===== src/sv/optc_pkg.sv =====
package optc_pkg;

  // Field widths
  localparam int unsigned WordW    = 32;
  localparam int unsigned ChanW    = 5;
  localparam int unsigned PeriodW  = 16;
  localparam int unsigned WidthW   = 8;
  localparam int unsigned VerdictW = 2;
  localparam int unsigned IndexW   = 20;
  localparam int unsigned CfgIdxW  = 2;
  localparam int unsigned CfgDataW = 16;
  localparam int unsigned OutDataW = 24;  // verdict + index, padded to bytes

  // Register indexes
  localparam logic [CfgIdxW-1:0] RegOrbitChannel = 2'd0;
  localparam logic [CfgIdxW-1:0] RegOrbitPeriod  = 2'd1;
  localparam logic [CfgIdxW-1:0] RegPulseWidth   = 2'd2;

  // Register reset values
  localparam logic [ChanW-1:0]   OrbitChannelRst = 5'd0;
  localparam logic [PeriodW-1:0] OrbitPeriodRst  = 16'd3564;
  localparam logic [WidthW-1:0]  PulseWidthRst   = 8'd40;

  // Verdict codes
  localparam logic [VerdictW-1:0] VerdictOk       = 2'd0;
  localparam logic [VerdictW-1:0] VerdictNoPulse  = 2'd1;
  localparam logic [VerdictW-1:0] VerdictZeroIn   = 2'd2;
  localparam logic [VerdictW-1:0] VerdictOneOut   = 2'd3;

  typedef enum logic [1:0] {
    PhSearch = 2'd0,
    PhHigh   = 2'd1,
    PhLow    = 2'd2,
    PhError  = 2'd3
  } phase_e;

  typedef struct packed {
    logic [ChanW-1:0]   orbit_channel;
    logic [PeriodW-1:0] orbit_period;
    logic [WidthW-1:0]  pulse_width;
  } cfg_t;

  typedef struct packed {
    logic [IndexW-1:0]   first_pulse_index;
    logic [VerdictW-1:0] verdict;
  } result_t;

endpackage


===== src/sv/optc_check.sv =====
module optc_check import optc_pkg::*; #(
  parameter int unsigned MAX_SAMPLES = 1048576
) (
  input  logic             clk_i,
  input  logic             rst_ni,
  input  logic             fire_i,
  input  logic [WordW-1:0] word_i,
  input  logic             last_i,
  input  cfg_t             cfg_i,
  output logic             res_valid_o,
  output result_t          res_o
);

  localparam int unsigned SmpW = $clog2(MAX_SAMPLES + 1);

  phase_e              phase_q, phase_d;
  logic                retry_q, retry_d;
  logic [PeriodW-1:0]  pos_q, pos_d;
  logic [SmpW-1:0]     smp_q, smp_d;
  logic [IndexW-1:0]   start_q, start_d;
  logic [VerdictW-1:0] err_q, err_d;

  logic [PeriodW-1:0]  eff;
  logic                bit_s;
  logic                in_range;
  logic [PeriodW-1:0]  pos_cur;
  logic [PeriodW:0]    pos_inc;
  logic [PeriodW-1:0]  pos_nxt;

  assign bit_s    = word_i[cfg_i.orbit_channel];
  assign in_range = smp_q < SmpW'(MAX_SAMPLES);

  always_comb begin
    eff = (cfg_i.orbit_period > PeriodW'(cfg_i.pulse_width)) ?
          cfg_i.orbit_period : PeriodW'(cfg_i.pulse_width);
    if (eff == '0) begin
      eff = PeriodW'(1);
    end
  end

  assign pos_cur = (phase_q == PhSearch) ? '0 : pos_q;
  assign pos_inc = {1'b0, pos_cur} + 1'b1;
  assign pos_nxt = (pos_inc >= {1'b0, eff}) ? '0 : pos_inc[PeriodW-1:0];

  always_comb begin
    phase_d = phase_q;
    retry_d = retry_q;
    pos_d   = pos_q;
    smp_d   = smp_q;
    start_d = start_q;
    err_d   = err_q;
    res_o.verdict           = VerdictOk;
    res_o.first_pulse_index = '0;
    res_valid_o             = fire_i && last_i;

    if (fire_i && in_range) begin
      smp_d = smp_q + 1'b1;
      if (phase_q != PhError && (phase_q != PhSearch || bit_s)) begin
        if (phase_q == PhSearch) begin
          start_d = IndexW'(smp_q);
        end
        if (pos_cur < PeriodW'(cfg_i.pulse_width)) begin
          if (!bit_s) begin
            // dropout inside the pulse: forgive once, then it is fatal
            if (retry_q) begin
              err_d   = VerdictZeroIn;
              phase_d = PhError;
            end else begin
              retry_d = 1'b1;
              phase_d = PhSearch;
              pos_d   = '0;
            end
          end else begin
            pos_d   = pos_nxt;
            phase_d = (pos_nxt < PeriodW'(cfg_i.pulse_width)) ? PhHigh : PhLow;
          end
        end else if (bit_s) begin
          err_d   = VerdictOneOut;
          phase_d = PhError;
        end else begin
          pos_d   = pos_nxt;
          phase_d = (pos_nxt < PeriodW'(cfg_i.pulse_width)) ? PhHigh : PhLow;
        end
      end
    end

    if (phase_d == PhError) begin
      res_o.verdict = err_d;
    end else if (phase_d == PhSearch) begin
      res_o.verdict = VerdictNoPulse;
    end else begin
      res_o.verdict = VerdictOk;
    end
    res_o.first_pulse_index = (res_o.verdict == VerdictNoPulse) ? '0 : start_d;

    if (fire_i && last_i) begin
      phase_d = PhSearch;
      retry_d = 1'b0;
      pos_d   = '0;
      smp_d   = '0;
      start_d = '0;
      err_d   = VerdictOk;
    end
  end

  always_ff @(posedge clk_i or negedge rst_ni) begin
    if (!rst_ni) begin
      phase_q <= PhSearch;
      retry_q <= 1'b0;
      pos_q   <= '0;
      smp_q   <= '0;
      start_q <= '0;
      err_q   <= VerdictOk;
    end else begin
      phase_q <= phase_d;
      retry_q <= retry_d;
      pos_q   <= pos_d;
      smp_q   <= smp_d;
      start_q <= start_d;
      err_q   <= err_d;
    end
  end

endmodule


===== src/sv/orbit_pulse_train_checker_core.sv =====
// Channel   Dir  Handshake          Payload
// s_*       in   s_tvalid/s_tready  s_tdata = sample_word, s_tlast = last
// m_*       out  m_tvalid/m_tready  m_tdata = verdict, first_pulse_index
// cfg_*     in   cfg_we (no wait)   cfg_index selects register, cfg_data value
//
// One sample per clock, sustained. A sample is registered on transfer and
// checked from the input register; its result (on last only) lands in a
// two-entry output buffer, whose head register offers the verdict.
// s_tready drops only while a registered last sample waits on a full buffer.
// rst_ni clears the check state and loads the register reset values.
module orbit_pulse_train_checker_core import optc_pkg::*; #(
  parameter int unsigned MAX_SAMPLES = 1048576
) (
  input  logic                clk_i,
  input  logic                rst_ni,
  // sample stream
  input  logic                s_tvalid,
  output logic                s_tready,
  input  logic [WordW-1:0]    s_tdata,   // [31:0] sample_word
  input  logic                s_tlast,   // last sample of the snapshot
  // result stream
  output logic                m_tvalid,
  input  logic                m_tready,
  output logic [OutDataW-1:0] m_tdata,   // [1:0] verdict, [21:2] first_pulse_index
  // configuration writes
  input  logic                cfg_we_i,
  input  logic [CfgIdxW-1:0]  cfg_index_i,
  input  logic [CfgDataW-1:0] cfg_data_i
);

  cfg_t cfg_q;

  always_ff @(posedge clk_i or negedge rst_ni) begin
    if (!rst_ni) begin
      cfg_q.orbit_channel <= OrbitChannelRst;
      cfg_q.orbit_period  <= OrbitPeriodRst;
      cfg_q.pulse_width   <= PulseWidthRst;
    end else if (cfg_we_i) begin
      unique case (cfg_index_i)
        RegOrbitChannel: cfg_q.orbit_channel <= cfg_data_i[ChanW-1:0];
        RegOrbitPeriod:  cfg_q.orbit_period  <= cfg_data_i[PeriodW-1:0];
        RegPulseWidth:   cfg_q.pulse_width   <= cfg_data_i[WidthW-1:0];
        default: ;
      endcase
    end
  end

  // Input register
  logic             in_valid_q;
  logic [WordW-1:0] in_word_q;
  logic             in_last_q;
  logic             buf_full;
  logic             advance;
  logic             fire;

  // output buffer: head register plus skid entry
  logic    out_valid_q, skid_valid_q;
  result_t out_q, skid_q;
  logic    res_valid;
  result_t res;
  logic    pop;

  assign buf_full = out_valid_q && skid_valid_q;
  assign advance  = !(in_valid_q && in_last_q && buf_full);
  assign fire     = in_valid_q && advance;
  assign s_tready = !in_valid_q || advance;

  always_ff @(posedge clk_i or negedge rst_ni) begin
    if (!rst_ni) begin
      in_valid_q <= 1'b0;
    end else if (s_tready) begin
      in_valid_q <= s_tvalid;
    end
  end

  always_ff @(posedge clk_i) begin
    if (s_tready && s_tvalid) begin
      in_word_q <= s_tdata;
      in_last_q <= s_tlast;
    end
  end

  optc_check #(
    .MAX_SAMPLES(MAX_SAMPLES)
  ) u_check (
    .clk_i      (clk_i),
    .rst_ni     (rst_ni),
    .fire_i     (fire),
    .word_i     (in_word_q),
    .last_i     (in_last_q),
    .cfg_i      (cfg_q),
    .res_valid_o(res_valid),
    .res_o      (res)
  );

  assign pop = out_valid_q && m_tready;

  always_ff @(posedge clk_i or negedge rst_ni) begin
    if (!rst_ni) begin
      out_valid_q  <= 1'b0;
      skid_valid_q <= 1'b0;
    end else if (!out_valid_q || pop) begin
      if (skid_valid_q) begin
        out_valid_q  <= 1'b1;
        skid_valid_q <= res_valid;
      end else begin
        out_valid_q  <= res_valid;
      end
    end else if (res_valid) begin
      skid_valid_q <= 1'b1;
    end
  end

  always_ff @(posedge clk_i) begin
    if (!out_valid_q || pop) begin
      if (skid_valid_q) begin
        out_q  <= skid_q;
        skid_q <= res;
      end else begin
        out_q  <= res;
      end
    end else if (res_valid) begin
      skid_q <= res;
    end
  end

  assign m_tvalid = out_valid_q;
  assign m_tdata  = OutDataW'({out_q.first_pulse_index, out_q.verdict});

endmodule

===== config.mk =====
export PLATFORM = sky130hd
export DESIGN_NAME = orbit_pulse_train_checker_core
export DESIGN_NICKNAME = d
export VERILOG_FILES = /design/src/sv/optc_pkg.sv /design/src/sv/optc_check.sv /design/src/sv/orbit_pulse_train_checker_core.sv
export SDC_FILE = /design/constraint.sdc
export NUM_CORES = 1
export LEC_CHECK = 0
export ABC_AREA = 0
export BUFFER_PORTS_ARGS = -buffer_cell sky130_fd_sc_hd__buf_2
export CORE_ASPECT_RATIO = 1.25
export CORE_MARGIN = 10
export CORE_UTILIZATION = 50
export CTS_CLUSTER_DIAMETER = 50
export DETAILED_ROUTE_END_ITERATION = 7
export PLACE_DENSITY = 0.69
export SYNTH_ARGS = -nofsm -noshare
export SYNTH_HDL_FRONTEND = slang
export SYNTH_SLANG_ARGS = --single-unit
export TNS_END_PERCENT = 1

===== constraint.sdc =====
create_clock -name clk_i -period 6.7 [get_ports clk_i]
set_input_delay 1.34 -clock clk_i [delete_from_list [all_inputs] [get_ports clk_i]]
set_output_delay 1.34 -clock clk_i [all_outputs]
set_load 0.05 [all_outputs]

### After elaboration in Yosys (flattened, before gate mapping)

Cells that the tools add are included.

* output and inout port bits: 26
* flip-flop bits (word level): 171
* bits of input ports: 56

* add/subtract/negate cells: 2
* eq/ne operators: 9
* reduce and logical (&&, ||, !) cells: 30
* order comparisons: 6
* multiplexer cells: 50

Operators by type and width (number)
* $mux W16: 11
* $mux W20: 5
* $mux W22: 4
* $mux W21: 2
* $lt A16 B8 Y1: 2
* $mux W2: 16
* $add A21 B1 Y21 const B: 1
* $lt A21 B21 Y1 const B: 1
* $add A16 B1 Y17 const B: 1
* $ge A17 B16 Y1: 1
* $gt A16 B8 Y1: 1
* $logic_not A16 Y1: 1
* $mux W1: 11
* $reduce_bool A2 Y1: 5
* $logic_and A1 B1 Y1: 9
* $reduce_and A2 Y1: 4
* $reduce_and A4 Y1: 2
* $logic_not A2 Y1: 3
* $lt A5 B6 Y1 const B: 1
* $ne A2 B2 Y1 const B: 3
* $bmux W1 S5: 1
* $eq A2 B1 Y1 const B: 2
* $eq A2 B2 Y1 const B: 2
* $ne A4 B4 Y1 const B: 1
* 3 further kinds: 7

### Logic depth before layout (Yosys ltp)

* depth in word-level cells: 19
* gate-level depth with buffers: 28
* gate-level depth less buffers: 27

### By module

From an unflattened synthesis, not the netlist that was laid out.

* cell total of the unflattened synthesis: 743
* area, all modules: 8799.7 um^2

Modules (own cells, without submodules)
* optc_check: instances 1, cells an instance 563, area each 4901.0 um^2
* orbit_pulse_train_checker_core: instances 1, cells an instance 180, area each 3898.7 um^2

### Least setup slack after synthesis

Ideal clock, no wire load.

* path type: register to register
* start point: register cfg_q[5] (netlist name)
* end point: register out_q (netlist bit m_tdata[21]), data pin
* path buffers: 1
* arrival: 5436 ps
* setup time: 269 ps
* slack: 995 ps
* period minus slack after synthesis: 5705 ps
* cell stages (with the launch flop): 28
* data required time: 6431 ps
* cells stage by stage: dfstp_2 inv_1 ha_1 a21o_1 a21o_1 a21oi_1 o21ai_0 a21oi_1 mux2i_1 nand4b_1 o221ai_1 ha_1 inv_1 a2111oi_0 o31ai_1 o211a_1 o21ai_1 nor2_1 ha_1 o21ai_0 a21oi_1 a31oi_1 nand4bb_1 a2111oi_4 a21boi_2 o21ai_2 buf_4 o31ai_1

* word-level cells in the longest chain between the ends: 18
* elaborated cells on any way between the ends: 24
* classes of those cells: 4 x order compare; 2 x eq/ne; 16 x mux; 2 x reduce/logical

Ends and longest elaborated chain
* start, declared: line orbit_pulse_train_checker_core.sv:31 `cfg_t cfg_q;`
* $gt A16 B8 Y1: line optc_check.sv:34 `eff = (cfg_i.orbit_period > PeriodW'(cfg_i.pulse_width)) ?`
* $mux W16: line optc_check.sv:34
* $logic_not A16 Y1: line optc_check.sv:36 `if (eff == '0) begin`
* $mux W16: line optc_check.sv:36
* $ge A17 B16 Y1: line optc_check.sv:43 `assign pos_nxt = (pos_inc >= {1'b0, eff}) ? '0 : pos_inc[PeriodW-1:0];`
* $mux W16: line optc_check.sv:43
* $lt A16 B8 Y1: line optc_check.sv:75, optc_check.sv:82
* $mux W2: line optc_check.sv:75, optc_check.sv:82
* [2 not listed]
* $mux W2: line optc_check.sv:58 `if (phase_q != PhError && (phase_q != PhSearch || bit_s)) begin`
* $mux W2: line optc_check.sv:56 `if (fire_i && in_range) begin`
* $logic_not A2 Y1: line optc_check.sv:89 `end else if (phase_d == PhSearch) begin`
* $mux W1: line optc_check.sv:89
* $mux W2 (*): line optc_check.sv:87 `if (phase_d == PhError) begin`
* $eq A2 B1 Y1 (*): line optc_check.sv:94 `res_o.first_pulse_index = (res_o.verdict == VerdictNoPulse) ? '0 : start_d;`
* $mux W20 (*): line optc_check.sv:94
* $mux W22 (*): line orbit_pulse_train_checker_core.sv:116 `if (skid_valid_q) begin`
* end signal, assigned: line orbit_pulse_train_checker_core.sv:117 `out_q <= skid_q;`
* end signal, assigned: line orbit_pulse_train_checker_core.sv:120 `out_q <= res;`
* end, declared: line orbit_pulse_train_checker_core.sv:58 `result_t out_q, skid_q;`

Mark *: on every way between the ends. The rest lies on a longest branch, timed or not.
A chain may end at the register's enable or synchronous reset.

### Final worst setup path

* start point: register cfg_q[5] (netlist name)
* end point: register out_q (netlist bit m_tdata[5]), data pin

The elaborated chain is that of the path after synthesis.

==> results.ini <==
[sta]
tns_ns=0
finalCritPeriodShare=0.9235
rsz0062_at_grt=false
hold_viol=0
hold_slack_ns=0.5092
fmax_ghz=0.1616
setup_viol=0
finalMaxSlewViolations=0
max_slew_margin=0.2344
fin_worst_skew_ns=0.009483
finalCriticalPeriod_ns=6.187
max_slew.worst_pin.slew_ns=1.148

[clock_network]
cts_hold_buffers=0
cts_tree=yes
numCtsBuffers=17
cts_sinks=171
ctsRootBufferMaster=clkbuf_16
clkTransAtPathRegs_ns=0.07
clock_path_buffers=2
clkLatencyLatePin_ns=0.43
htreeDepth=4

[worst_setup_path]
critPathMaxStageDelay_ns=0.54
startpoint=cfg_q[5]
critPathCaptureType=flip-flop
worstSetupPathType=reg -> reg
crit_path_max_fanout=40
crit_top_cell=ha_1
cp_slowest_cell=dfstp_2
worstPathArrival_ns=6.34
startpoint_type=flip-flop
crit_required_ns=6.86
r2r-start=cfg_q[5]

[global_routing]
grt_usage=0.1680
grt_pass1_wl_mm=30.91
overflow=0
grt_max_degree=49
antenna_found_initial=0
grt_pass1_vias=6287

[cells_and_area]
diodes=0
layout.cell_area.non_filler_sq_um=9778
nFillCells=1401
mostFrequentLayoutCell=nor2_1
final_util=0.5805
nets=922
drive_gt1_frac=0.2098
area_growth_pct=14.19
layout_common_cells=nor2_1 (89), dfrtp_1 (84), buf_2 (78)

[die]
die_area_sq_um=22790
ios=82
rows=53
start_util=0.5084
core_sq_um=16840
fp.dieH_um=166.3
die_x_um=137.1

[place]
io_buffers=79
dp_hpwl_mm=13.71
gp_congestion=0.9228
place_area_sq_um=9193

[pwr]
power_density_nw_per_um2=295.3
leakagePower_uw=0.004372
ir_drop_mv=0.1796
finalPower_uw=2887

[route]
drtPass1Iterations=5
vias_per_cell=5.685
ant_nets=0
drt_iter0_markers=343
vias=6020
drt_drc_violations_left=0
wl_mm=18.99
wire_per_inst_um=17.93

[synth]
synth_ff_type=dfrtp_1
ys_seq_area_frac=0.5462
async_reset_ff_frac=0.5497
ys_ff_latch=171
synth_edf_count=77
syn-instance-count=748
netlist_area_sq_um=8563
synth_cell_type_count=62
syn_avg_cell_area_sq_um=11.45
ys_warn_count=0

[run_status]
status=finished clean

[min_path]
hp-class=reg -> reg
hp-start=u_check.retry_q

[flow_run]
cap_violations=0

-- worst max-delay path, delay by kind of cell (launching register included) --
family / cells / cell delay [ns]
buf+inv: 4 / 0.58
flops: 1 / 0.54
fa+ha+maj: 3 / 0.76
simple gates: 4 / 0.60
compound gates: 15 / 3.13
mux: 1 / 0.28
-- path summary, 6_finish.rpt --
kind | end | slack [ns] | cells past startpoint
worst max-delay path | m_tdata[5] | 0.51 | 27
worst min-delay path | u_check.retry_q | 0.51 | 2
worst max register to register | m_tdata[5] | 0.51 | 27
worst min register to register | u_check.retry_q | 0.51 | 2
max in group asynchronous | u_check.pos_q[9] | 4.74 | 2
min in group asynchronous | cfg_q[25] | 0.91 | 1
-- report_power, final --
part	internal (uW)	switching [uW]	total, uW
registers	1210	67.8	1270
clock network	536	416	952
logic	228	432	661
-- cell type report --
| type | count | area (sq um) | share of cell area |
|---|---|---|---|
| Clock buffer | 21 | 460.4 | 0.04709 |
| Clock inverter | 11 | 111.4 | 0.01139 |
| Inverter | 29 | 108.9 | 0.01113 |
| Multi-Input combinational cell | 516 | 3645 | 0.3727 |
| Sequential cell | 171 | 4677 | 0.4783 |
| Tap cell | 220 | 275.3 | 0.02815 |
| Timing Repair Buffer | 91 | 500.5 | 0.05118 |
-- logic make-up after synthesis --
logic type,share of synthesized area
AO/OA/AOI/OAI,0.09804
XOR/XNOR,0.02966
adder cells (fa/ha/maj),0.05845
buffers and inverters,0.03141
flip-flops,0.5462
multiplexers,0.09322
other,0.0004379
AND/OR/NAND/NOR,0.1426
-- registers in the layout, summed over array words and instances, names as in the netlist, 2 cells and up --
register,flops
u_check.phase_q,2
cfg_q,29
m_tdata,22
in_word_q,32
u_check.smp_q,21
u_check.err_q,2
u_check.start_q,20
u_check.pos_q,16
skid_q,22
-- synth_stat cells (all sizes together), types with 4 or more instances --
master	instances	area, sq um
a2111oi	4	53.81
a211oi	4	35.03
nand2	57	214.0
a21o	6	45.04
nand2b	7	43.79
inv	29	108.9
nand3	20	100.1
a22oi	4	30.03
dfrtp	84	2102
a22o	15	131.4
nor2b	6	37.54
and2	8	50.05
nor3	15	75.07
xor2	20	175.2
buf	16	95.09
nor4	11	83.83
nand4	19	118.9
o211ai	4	35.03
xnor2	9	78.83
nor2	89	334.1
a21oi	23	115.1
mux2	30	337.8
edfxtp	77	2312
o21ai	15	78.82
nand3b	4	30.03
clkbuf	17	65.06
mux2i	46	460.4
o31ai	23	177.7
or2	5	31.28
dfstp	10	262.8
and3	6	37.54
o21a	4	30.03
ha	40	500.5
-- stage by stage --
stage	setup WS [ns]	cells
after detailed placement	0.1984	1027
final	0.5125	1059
after floorplan	0.9951	749
after CTS	0.1301	1059
after global routing	0.05801	1059
after global placement	0.4933	1027
-- metal layers --
| metal | wire (um) | GRT usage | part of all wire | vias to the layer above |
|---|---|---|---|---|
| met2 | 9988 | 0.2904 | 0.53 | 188 |
| met5 | 0 | 0 | 0 | - |
| met3 | 889 | 0.03299 | 0.047 | 36 |
| met4 | 523 | 0.07897 | 0.028 | 0 |
| li1 | - | - | - | 2872 |
| met1 | 7584 | 0.1924 | 0.40 | 2924 |
-- repair_timing --
item	4_1_cts	5_1_grt
setup buffers	0	0
resized for setup	0	4
endpoints found under the setup margin	0	44
endpoints found under the hold margin	0	0
Note: power is estimated with default switching activity, not from simulation.
